<file path="src/design/cmgc_pkg.sv">
// shared types and constants for the calibrated complex magnitude block
package cmgc_pkg;

    localparam int unsigned DATA_W    = 32;
    localparam int unsigned SQ_W      = 2 * DATA_W;
    localparam int unsigned GAIN_W    = 16;
    localparam int unsigned PROD_W    = DATA_W + GAIN_W;
    localparam int unsigned Q15_SHIFT = 15;
    localparam int unsigned STEPS     = DATA_W;
    localparam int unsigned CNT_W     = $clog2(STEPS);

    localparam logic [GAIN_W-1:0] GAIN_RESET = 16'd32767;
    localparam logic [DATA_W-1:0] MAG_MAX    = 32'hFFFF_FFFF;

    // control from the sequencer to a serial unit
    typedef struct packed {
        logic load;
        logic step;
    } t_unit_ctl;

endpackage

</file>
<file path="src/design/cmgc_ifs.sv">
// valid/ready channel interfaces for input and result words
interface cmgc_in_if;
    import cmgc_pkg::*;
    logic                     valid;
    logic                     ready;
    logic signed [DATA_W-1:0] real_part;
    logic signed [DATA_W-1:0] imag_part;
    modport source (output valid, output real_part, output imag_part, input ready);
    modport sink   (input valid, input real_part, input imag_part, output ready);
endinterface

interface cmgc_out_if;
    import cmgc_pkg::*;
    logic              valid;
    logic              ready;
    logic [DATA_W-1:0] magnitude;
    modport source (output valid, output magnitude, input ready);
    modport sink   (input valid, input magnitude, output ready);
endinterface

</file>
<file path="src/design/cmgc_sqr.sv">
// bit-serial shift-add squarer, one multiplier bit per cycle while step is high
module cmgc_sqr (
    input  logic                            i_clk,
    input  cmgc_pkg::t_unit_ctl             i_ctl,
    input  logic [cmgc_pkg::DATA_W-1:0]     i_operand,
    output logic [cmgc_pkg::SQ_W-1:0]       o_square
);
    import cmgc_pkg::*;

    logic [DATA_W-1:0] r_mcand;
    logic [SQ_W-1:0]   r_prod;
    logic [DATA_W:0]   partial;
    logic [SQ_W-1:0]   n_prod;

    // upper half accumulates, lower half holds the remaining multiplier bits
    always_comb begin
        partial = {1'b0, r_prod[SQ_W-1:DATA_W]}
                + (r_prod[0] ? {1'b0, r_mcand} : {(DATA_W+1){1'b0}});
        n_prod  = {partial, r_prod[DATA_W-1:1]};
    end

    always_ff @(posedge i_clk) begin
        if (i_ctl.load) begin
            r_mcand <= i_operand;
            r_prod  <= {{DATA_W{1'b0}}, i_operand};
        end else if (i_ctl.step) begin
            r_prod  <= n_prod;
        end
    end

    assign o_square = r_prod;

endmodule

</file>
<file path="src/design/cmgc_isqrt.sv">
// restoring square root, one root bit (two radicand bits) per cycle while step is high
module cmgc_isqrt (
    input  logic                            i_clk,
    input  cmgc_pkg::t_unit_ctl             i_ctl,
    input  logic [cmgc_pkg::SQ_W-1:0]       i_radicand,
    output logic [cmgc_pkg::DATA_W-1:0]     o_root
);
    import cmgc_pkg::*;

    logic [SQ_W-1:0]   r_rad;
    logic [DATA_W:0]   r_rem;
    logic [DATA_W-1:0] r_root;

    logic [DATA_W+2:0] rem_sh;
    logic [DATA_W+2:0] trial;
    logic [DATA_W+2:0] diff;
    logic              fits;

    always_comb begin
        rem_sh = {r_rem, r_rad[SQ_W-1:SQ_W-2]};
        trial  = {1'b0, r_root, 2'b01};
        diff   = rem_sh - trial;
        fits   = (rem_sh >= trial);
    end

    always_ff @(posedge i_clk) begin
        if (i_ctl.load) begin
            r_rad  <= i_radicand;
            r_rem  <= '0;
            r_root <= '0;
        end else if (i_ctl.step) begin
            r_rad  <= {r_rad[SQ_W-3:0], 2'b00};
            r_rem  <= fits ? diff[DATA_W:0] : rem_sh[DATA_W:0];
            r_root <= {r_root[DATA_W-2:0], fits};
        end
    end

    assign o_root = r_root;

endmodule

</file>
<file path="src/design/complex_magnitude_gain_calibrate.sv">
// calibrated complex magnitude: sum of squares, serial root, q15 gain, saturate
//
// input channel i_in carries one complex word (signed 32-bit real_part and
// imag_part); output channel o_out carries one unsigned 32-bit magnitude word
// per input word, in order. both use valid/ready; a word moves at a rising
// edge where valid and ready are both high.
// the gain register (q15, 32767 is about unity) is written through
// i_cfg_we / i_cfg_wdata and resets to 32767; the user must write it only
// while the block is idle, which the block itself does not enforce.
// one word at a time: bit-serial squaring (both parts in parallel), a sum
// step that hands the 64-bit sum to the root, the restoring root (one root
// bit per cycle), the gain multiply, then the load of the output register.
// the result word shows on o_out and i_in.ready returns in the same cycle,
// so a new word is taken only once the previous one is loaded.
// a finished word sits in the output register; a stalled receiver holds
// it there while the block already accepts and works on the next word,
// which then waits in the load step until the register frees up.
// synchronous active-low reset empties the output, returns to idle and
// restores the gain.
module complex_magnitude_gain_calibrate (
    input  logic                           i_clk,
    input  logic                           i_rst_n,
    cmgc_in_if.sink                        i_in,
    cmgc_out_if.source                     o_out,
    input  logic                           i_cfg_we,
    input  logic [cmgc_pkg::GAIN_W-1:0]    i_cfg_wdata
);
    import cmgc_pkg::*;

    typedef enum logic [2:0] {
        S_IDLE,
        S_SQUARE,
        S_SUM,
        S_ROOT,
        S_SCALE,
        S_LOAD
    } t_state;

    t_state             r_state;
    logic [CNT_W-1:0]   r_cnt;
    logic [GAIN_W-1:0]  r_gain;
    logic [PROD_W-1:0]  r_scaled;
    logic               r_out_valid;
    logic [DATA_W-1:0]  r_mag;

    logic               in_accept;
    logic [DATA_W-1:0]  re_abs;
    logic [DATA_W-1:0]  im_abs;
    logic [SQ_W-1:0]    sq_re;
    logic [SQ_W-1:0]    sq_im;
    logic [SQ_W-1:0]    sum_sq;
    logic [DATA_W-1:0]  root;
    logic [DATA_W-1:0]  sat_mag;
    logic               last_step;
    t_unit_ctl          sqr_ctl;
    t_unit_ctl          root_ctl;

    assign i_in.ready = (r_state == S_IDLE);
    assign in_accept  = i_in.valid && i_in.ready;
    assign last_step  = (r_cnt == CNT_W'(STEPS - 1));

    // magnitude of each part; the most negative value maps to 2^31
    assign re_abs = i_in.real_part[DATA_W-1] ? DATA_W'(-i_in.real_part)
                                             : DATA_W'(i_in.real_part);
    assign im_abs = i_in.imag_part[DATA_W-1] ? DATA_W'(-i_in.imag_part)
                                             : DATA_W'(i_in.imag_part);

    assign sqr_ctl.load  = in_accept;
    assign sqr_ctl.step  = (r_state == S_SQUARE);
    assign root_ctl.load = (r_state == S_SUM);
    assign root_ctl.step = (r_state == S_ROOT);

    cmgc_sqr u_sqr_re (
        .i_clk     (i_clk),
        .i_ctl     (sqr_ctl),
        .i_operand (re_abs),
        .o_square  (sq_re)
    );

    cmgc_sqr u_sqr_im (
        .i_clk     (i_clk),
        .i_ctl     (sqr_ctl),
        .i_operand (im_abs),
        .o_square  (sq_im)
    );

    // each square is at most 2^62, so the sum fits in 64 bits
    assign sum_sq = sq_re + sq_im;

    cmgc_isqrt u_isqrt (
        .i_clk      (i_clk),
        .i_ctl      (root_ctl),
        .i_radicand (sum_sq),
        .o_root     (root)
    );

    // drop the q15 fraction, clamp anything above 32 bits to all ones
    assign sat_mag = r_scaled[PROD_W-1] ? MAG_MAX
                                        : r_scaled[PROD_W-2:Q15_SHIFT];

    always_ff @(posedge i_clk) begin
        if (!i_rst_n) begin
            r_gain <= GAIN_RESET;
        end else if (i_cfg_we) begin
            r_gain <= i_cfg_wdata;
        end
    end

    always_ff @(posedge i_clk) begin
        if (!i_rst_n) begin
            r_state     <= S_IDLE;
            r_cnt       <= '0;
            r_out_valid <= 1'b0;
        end else begin
            // the load step drives the valid flag itself
            if (r_out_valid && o_out.ready && (r_state != S_LOAD)) begin
                r_out_valid <= 1'b0;
            end
            unique case (r_state)
                S_IDLE: begin
                    r_cnt <= '0;
                    if (in_accept) begin
                        r_state <= S_SQUARE;
                    end
                end
                S_SQUARE: begin
                    r_cnt <= r_cnt + 1'b1;
                    if (last_step) begin
                        r_state <= S_SUM;
                    end
                end
                S_SUM: begin
                    r_cnt   <= '0;
                    r_state <= S_ROOT;
                end
                S_ROOT: begin
                    r_cnt <= r_cnt + 1'b1;
                    if (last_step) begin
                        r_state <= S_SCALE;
                    end
                end
                S_SCALE: begin
                    r_scaled <= {{GAIN_W{1'b0}}, root} * {{DATA_W{1'b0}}, r_gain};
                    r_state  <= S_LOAD;
                end
                S_LOAD: begin
                    // wait here while the previous word is still unclaimed
                    if (!r_out_valid || o_out.ready) begin
                        r_mag       <= sat_mag;
                        r_out_valid <= 1'b1;
                        r_state     <= S_IDLE;
                    end
                end
                default: begin
                    r_state <= S_IDLE;
                end
            endcase
        end
    end

    assign o_out.valid     = r_out_valid;
    assign o_out.magnitude = r_mag;

endmodule

</file>
<file path="src/flat_wrapper.sv">
// flat-port wrapper written by rule: the top's interface ports become plain ports
module complex_magnitude_gain_calibrate_flat import cmgc_pkg::*;
  (i_clk, i_rst_n, i_cfg_we, i_cfg_wdata, i_in_valid, i_in_real_part, i_in_imag_part, i_in_ready, o_out_valid, o_out_magnitude, o_out_ready);
  cmgc_in_if i_in_i ();
  cmgc_out_if o_out_i ();
  input  logic i_clk;
  input  logic i_rst_n;
  input  logic i_cfg_we;
  input  logic [cmgc_pkg::GAIN_W-1:0] i_cfg_wdata;
  input wire logic [$bits(i_in_i.valid)-1:0] i_in_valid;
  input wire logic [$bits(i_in_i.real_part)-1:0] i_in_real_part;
  input wire logic [$bits(i_in_i.imag_part)-1:0] i_in_imag_part;
  output wire logic [$bits(i_in_i.ready)-1:0] i_in_ready;
  output wire logic [$bits(o_out_i.valid)-1:0] o_out_valid;
  output wire logic [$bits(o_out_i.magnitude)-1:0] o_out_magnitude;
  input wire logic [$bits(o_out_i.ready)-1:0] o_out_ready;
  assign i_in_i.valid = i_in_valid;
  assign i_in_i.real_part = i_in_real_part;
  assign i_in_i.imag_part = i_in_imag_part;
  assign i_in_ready = i_in_i.ready;
  assign o_out_valid = o_out_i.valid;
  assign o_out_magnitude = o_out_i.magnitude;
  assign o_out_i.ready = o_out_ready;
  complex_magnitude_gain_calibrate u_core (.i_clk(i_clk), .i_rst_n(i_rst_n), .i_in(i_in_i), .o_out(o_out_i), .i_cfg_we(i_cfg_we), .i_cfg_wdata(i_cfg_wdata));
endmodule
</file>
<file path="config.mk">
export PLATFORM = sky130hd
export DESIGN_NAME = complex_magnitude_gain_calibrate_flat
export DESIGN_NICKNAME = d
export VERILOG_FILES = /design/src/design/cmgc_pkg.sv /design/src/design/cmgc_ifs.sv /design/src/design/cmgc_sqr.sv /design/src/design/cmgc_isqrt.sv /design/src/design/complex_magnitude_gain_calibrate.sv /design/src/flat_wrapper.sv
export SDC_FILE = /design/constraint.sdc
export NUM_CORES = 2
export LEC_CHECK = 0
export ABC_AREA = 1
export BUFFER_PORTS_ARGS = -buffer_cell sky130_fd_sc_hd__clkbuf_2
export CELL_PAD_IN_SITES_DETAIL_PLACEMENT = 1
export CELL_PAD_IN_SITES_GLOBAL_PLACEMENT = 1
export CORE_MARGIN = 1
export CORE_UTILIZATION = 30
export CTS_CLUSTER_DIAMETER = 100
export CTS_CLUSTER_SIZE = 8
export DETAILED_ROUTE_END_ITERATION = 12
export HOLD_SLACK_MARGIN = 0.08
export PLACE_DENSITY = 0.65
export SYNTH_ARGS = -nofsm -noshare
export SYNTH_HDL_FRONTEND = slang
export SYNTH_SLANG_ARGS = --single-unit
</file>
<file path="constraint.sdc">
create_clock -name i_clk -period 6.5 [get_ports i_clk]
set_input_delay 0.325 -clock i_clk [delete_from_list [all_inputs] [get_ports i_clk]]
set_output_delay 0.325 -clock i_clk [all_outputs]
set_load 0.005 [all_outputs]
</file>
==> impl_metrics.py <==
metrics = {
    "run_status": {
        "status": "complete, but fails checks",
        "violations": "design-rule violations",
    },
    "placement": {
        "routabilityCongestion": 0.9309,
        "place_hpwl_mm": 136.4,
        "pre_cts_ws_ns": 0.1652,
        "io_buffers": 118,
        "postPlaceCellArea_mm2": 0.04901,
    },
    "clocking": {
        "cts_tree": "built",
        "clkLatencyLatePin_ns": 0.72,
        "numCtsBuffers": 60,
        "cts_buffer_depth": 3,
        "cts.sinks": 411,
        "clk_pin_slew_ns": 0.06,
        "cts_setup_buffers": 0,
        "cts_root_buf": "clkbuf_16",
        "cts.htree.levels": 2,
    },
    "worst_setup_path": {
        "cp-end-kind": "flip-flop",
        "worstPathArrival_ns": 6.60,
        "worstSetupPathType": "reg -> reg",
        "crit_start": "u_core.r_gain[11]",
        "crit_slowest_cell": "fa_1",
        "r2r_setup_slack_ns": 0.31,
        "timing.rr.start": "u_core.r_gain[11]",
        "crit_end": "u_core.r_scaled[41]",
        "critical_path.max_fanout": 17,
        "r2r_cells": 19,
        "cp_cell_sequence": "buf_12 > nand2_1 > fa_1 > inv_1 > fa_1 > fa_1 > fa_1 > fa_1 > inv_1 > fa_1 > inv_1 > ha_1 > nand2_1 > nor2_1 > inv_1 > nor3_1 > nand3b_1 > nand3_1 > xor2_1",
        "cp-start-kind": "flip-flop",
        "worstPathRequired_ns": 6.92,
        "path_common_cell": "fa_1",
        "reg2reg_to": "u_core.r_scaled[41]",
        "slowest_delay_ns": 0.55,
    },
    "routing": {
        "first_pass_iters": 9,
        "dr.first_iter.drc_count": 2074,
        "postRouteAntennaNets": 0,
        "drc": 2,
        "routedWlPerCell_um": 19.14,
        "drt-vias-per-instance": 4.789,
        "wirelength_mm": 165.8,
        "num_vias": 41475,
    },
    "timing": {
        "rsz0062_at_grt": "no",
        "period_share_pct": 95.16,
        "slew_headroom_pct": 27.70,
        "finClkSkew_ns": 0.1002,
        "fin_crit_ns": 6.186,
        "setup_tns_ns": 0,
        "hold_violations": 0,
        "slew_viol_final": 0,
        "finalSetupViolCount": 0,
        "tightest_slew_ns": 1.085,
        "setup_slack_ns": 0.3144,
        "fmax_mhz": 161.7,
    },
    "global_routing": {
        "grtUsageTotal_pct": 21.74,
        "grt_overflow_total": 0,
        "antenna_found_initial": 1,
        "grt_pass1_wl_mm": 259.5,
        "grt_pass1_vias": 44870,
        "grt_max_degree": 125,
    },
    "synth": {
        "ys_seq_elements": 411,
        "synth-seq-area-share_pct": 23.57,
        "synth_top_area_share_pct": 18.35,
        "netlist_instances": 6463,
        "synth_edf_count": 257,
        "synthFlopType": "edfxtp_1",
        "synth_cell_types": 55,
        "synthesis.nets": 7250,
        "synth.avg_cell_area_um2": 7.089,
        "syn-cell-area_mm2": 0.04582,
        "ys_async_sr_fraction_pct": 0,
        "ys_warn_count": 0,
        "synth_area_leaders": "fa_1, edfxtp_1, nand2_1",
        "netlist.top_cell.by_area": "fa_1",
    },
    "floorplan": {
        "die_w_um": 392.8,
        "die_area_mm2": 0.1543,
        "die_h_um": 392.8,
        "ios": 119,
        "start_util_pct": 30.20,
        "core_area_mm2": 0.1517,
        "num_rows": 143,
    },
    "min_path": {
        "min_path_type": "in -> reg",
    },
    "cells_and_area": {
        "drive_gt1_share_pct": 5.732,
        "design_area_mm2": 0.05151,
        "nFillCells": 19098,
        "fin_nets": 7373,
        "utilization_pct": 33.95,
        "area_delta_synth_final_pct": 12.43,
        "antennaDiodeCount": 0,
    },
    "power": {
        "p_per_area_mw_per_mm2": 431.7,
        "ir_drop_v": 0.0003160,
        "p_leak_uw": 0.02664,
    },
    "run": {
        "drv_cap": 0,
    },
}
[cell type report]
| cell class | count | area, um^2 | area share, % |
|---|---|---|---|
| well taps | 2030 | 2540 | 4.931 |
| flip-flops and latches | 411 | 10810 | 20.99 |
| clock inverters | 9 | 148.9 | 0.2890 |
| repair buffers | 273 | 2152 | 4.178 |
| clock buffers | 97 | 1650 | 3.204 |
| inverters | 1351 | 5072 | 9.847 |
| multi-input cells | 4489 | 29140 | 56.56 |
[stage by stage]
| stage | instances | power (uW) | hold slack (ns) |
|---|---|---|---|
| 2_1_floorplan | 6463 | 14400 | 0.4239 |
| 3_3_place_gp | 8485 | 18900 | 0.4567 |
| 3_5_place_dp | 8485 | 19140 | 0.4667 |
| 4_1_cts | 8660 | 22470 | 0.08212 |
| 5_1_grt | 8660 | 24290 | 0.1145 |
| 6_report | 8660 | 22240 | 0.1154 |
[worst min-delay path by stage]
| stage | endpoint | start | slack, ns | cells after the start |
|---|---|---|---|---|
| final | u_core.r_gain[12] | i_cfg_we | 0.12 | 3 |
| after global routing | u_core.u_sqr_re.r_mcand[8] | i_in_real_part[8] | 0.11 | 2 |
| after CTS | u_core.u_sqr_im.r_mcand[1] | i_in_imag_part[1] | 0.08 | 3 |
| after detailed placement | u_core.u_isqrt.r_rem[25] | u_core.u_isqrt.r_rem[25] | 0.47 | 2 |
| after global placement | u_core.u_isqrt.r_rem[18] | u_core.u_isqrt.r_rem[18] | 0.46 | 2 |
| after floorplan | u_core.u_sqr_im.r_mcand[0] | i_in_imag_part[0] | 0.42 | 0 |
[cell usage after synthesis (3+ instances only)]
master,count
nand2_1,1991
inv_1,1337
nor2_1,446
fa_1,420
ha_1,282
a21oi_1,270
nand3_1,268
edfxtp_1,257
o21ai_0,257
clkbuf_1,181
dfxtp_1,154
xor2_1,82
xnor2_1,66
o21bai_1,62
nor3_1,59
or2_2,43
nand4_1,42
o22ai_1,34
nand3b_1,25
a21o_1,17
o21ai_1,16
buf_2,14
o211ai_1,14
nor2_2,13
a31oi_1,12
inv_2,12
nor4_1,12
o21a_1,12
a21boi_0,11
buf_1,11
nand2_2,5
and3_1,3
or2_1,3
[per-layer routing]
metal  share of wire, %  track usage (%)
met5                  0                0
met4                3.2            6.707
met3                3.2            1.888
met2                 49            38.45
met1                 45            27.83
[cell families after synthesis]
logic type	synth area share, %
compound gates	8.665
xor+xnor	2.829
fa+ha+maj	26.05
simple gates	25.90
buf+inv	12.93
flops	23.57
mux	0.04915
[placed cells by master (no fill, tap or decap), types with 14 or more instances in the layout]
cell type      netlist  layout
a21o_1              17      17
a21oi_1            270     270
buf_12               0      18
buf_4                0      68
clkbuf_1           181      36
clkbuf_16            0      60
clkbuf_2             2     118
dfxtp_1            154     143
dlygate4sd3_1        0      69
edfxtp_1           257     257
fa_1               420     420
ha_1               282     282
inv_1             1337    1336
nand2_1           1991    1989
nand3_1            268     268
nand3b_1            25      25
nand4_1             42      42
nor2_1             446     443
nor3_1              59      58
o211ai_1            14      14
o21ai_0            257     257
o21ai_1             16      16
o21bai_1            62      62
o22ai_1             34      34
or2_2               43      43
xnor2_1             66      66
xor2_1              82      82
[power breakdown]
| part | switching, uW | leakage (uW) | internal [uW] | total (uW) |
|---|---|---|---|---|
| logic | 9860 | 0.0221 | 4620 | 14500 |
| clock network | 1340 | 0.000857 | 1770 | 3110 |
| registers | 721 | 0.00369 | 3930 | 4650 |
[flip-flops by register name, summed over array words and instances (netlist names)]
signal                    flops
u_core.u_isqrt.r_rad         64
u_core.u_sqr_im.o_square     64
u_core.u_sqr_re.o_square     64
u_core.r_scaled              33
u_core.u_isqrt.r_rem         33
u_core.o_out.magnitude       32
u_core.u_isqrt.o_root        32
u_core.u_sqr_im.r_mcand      32
u_core.u_sqr_re.r_mcand      32
u_core.r_gain                16
u_core.r_cnt                  5
u_core.r_state                3
u_core.o_out.valid            1
[critical path, delay by kind of cell (launching register included)]
kind | cells | cell delay (ns)
buffers and inverters | 5 | 0.47
adder cells (fa/ha/maj) | 7 | 3.51
flip-flops | 1 | 0.51
XOR/XNOR | 1 | 0.07
AND/OR/NAND/NOR | 6 | 1.37
[what timing repair did]
action                                  CTS  global route
resized for setup                         0            12
hold buffers                             69             0
hold endpoints to repair                 78             0
endpoints found under the setup margin    0            10
No activity file was read; power rests on OpenSTA's default activity.
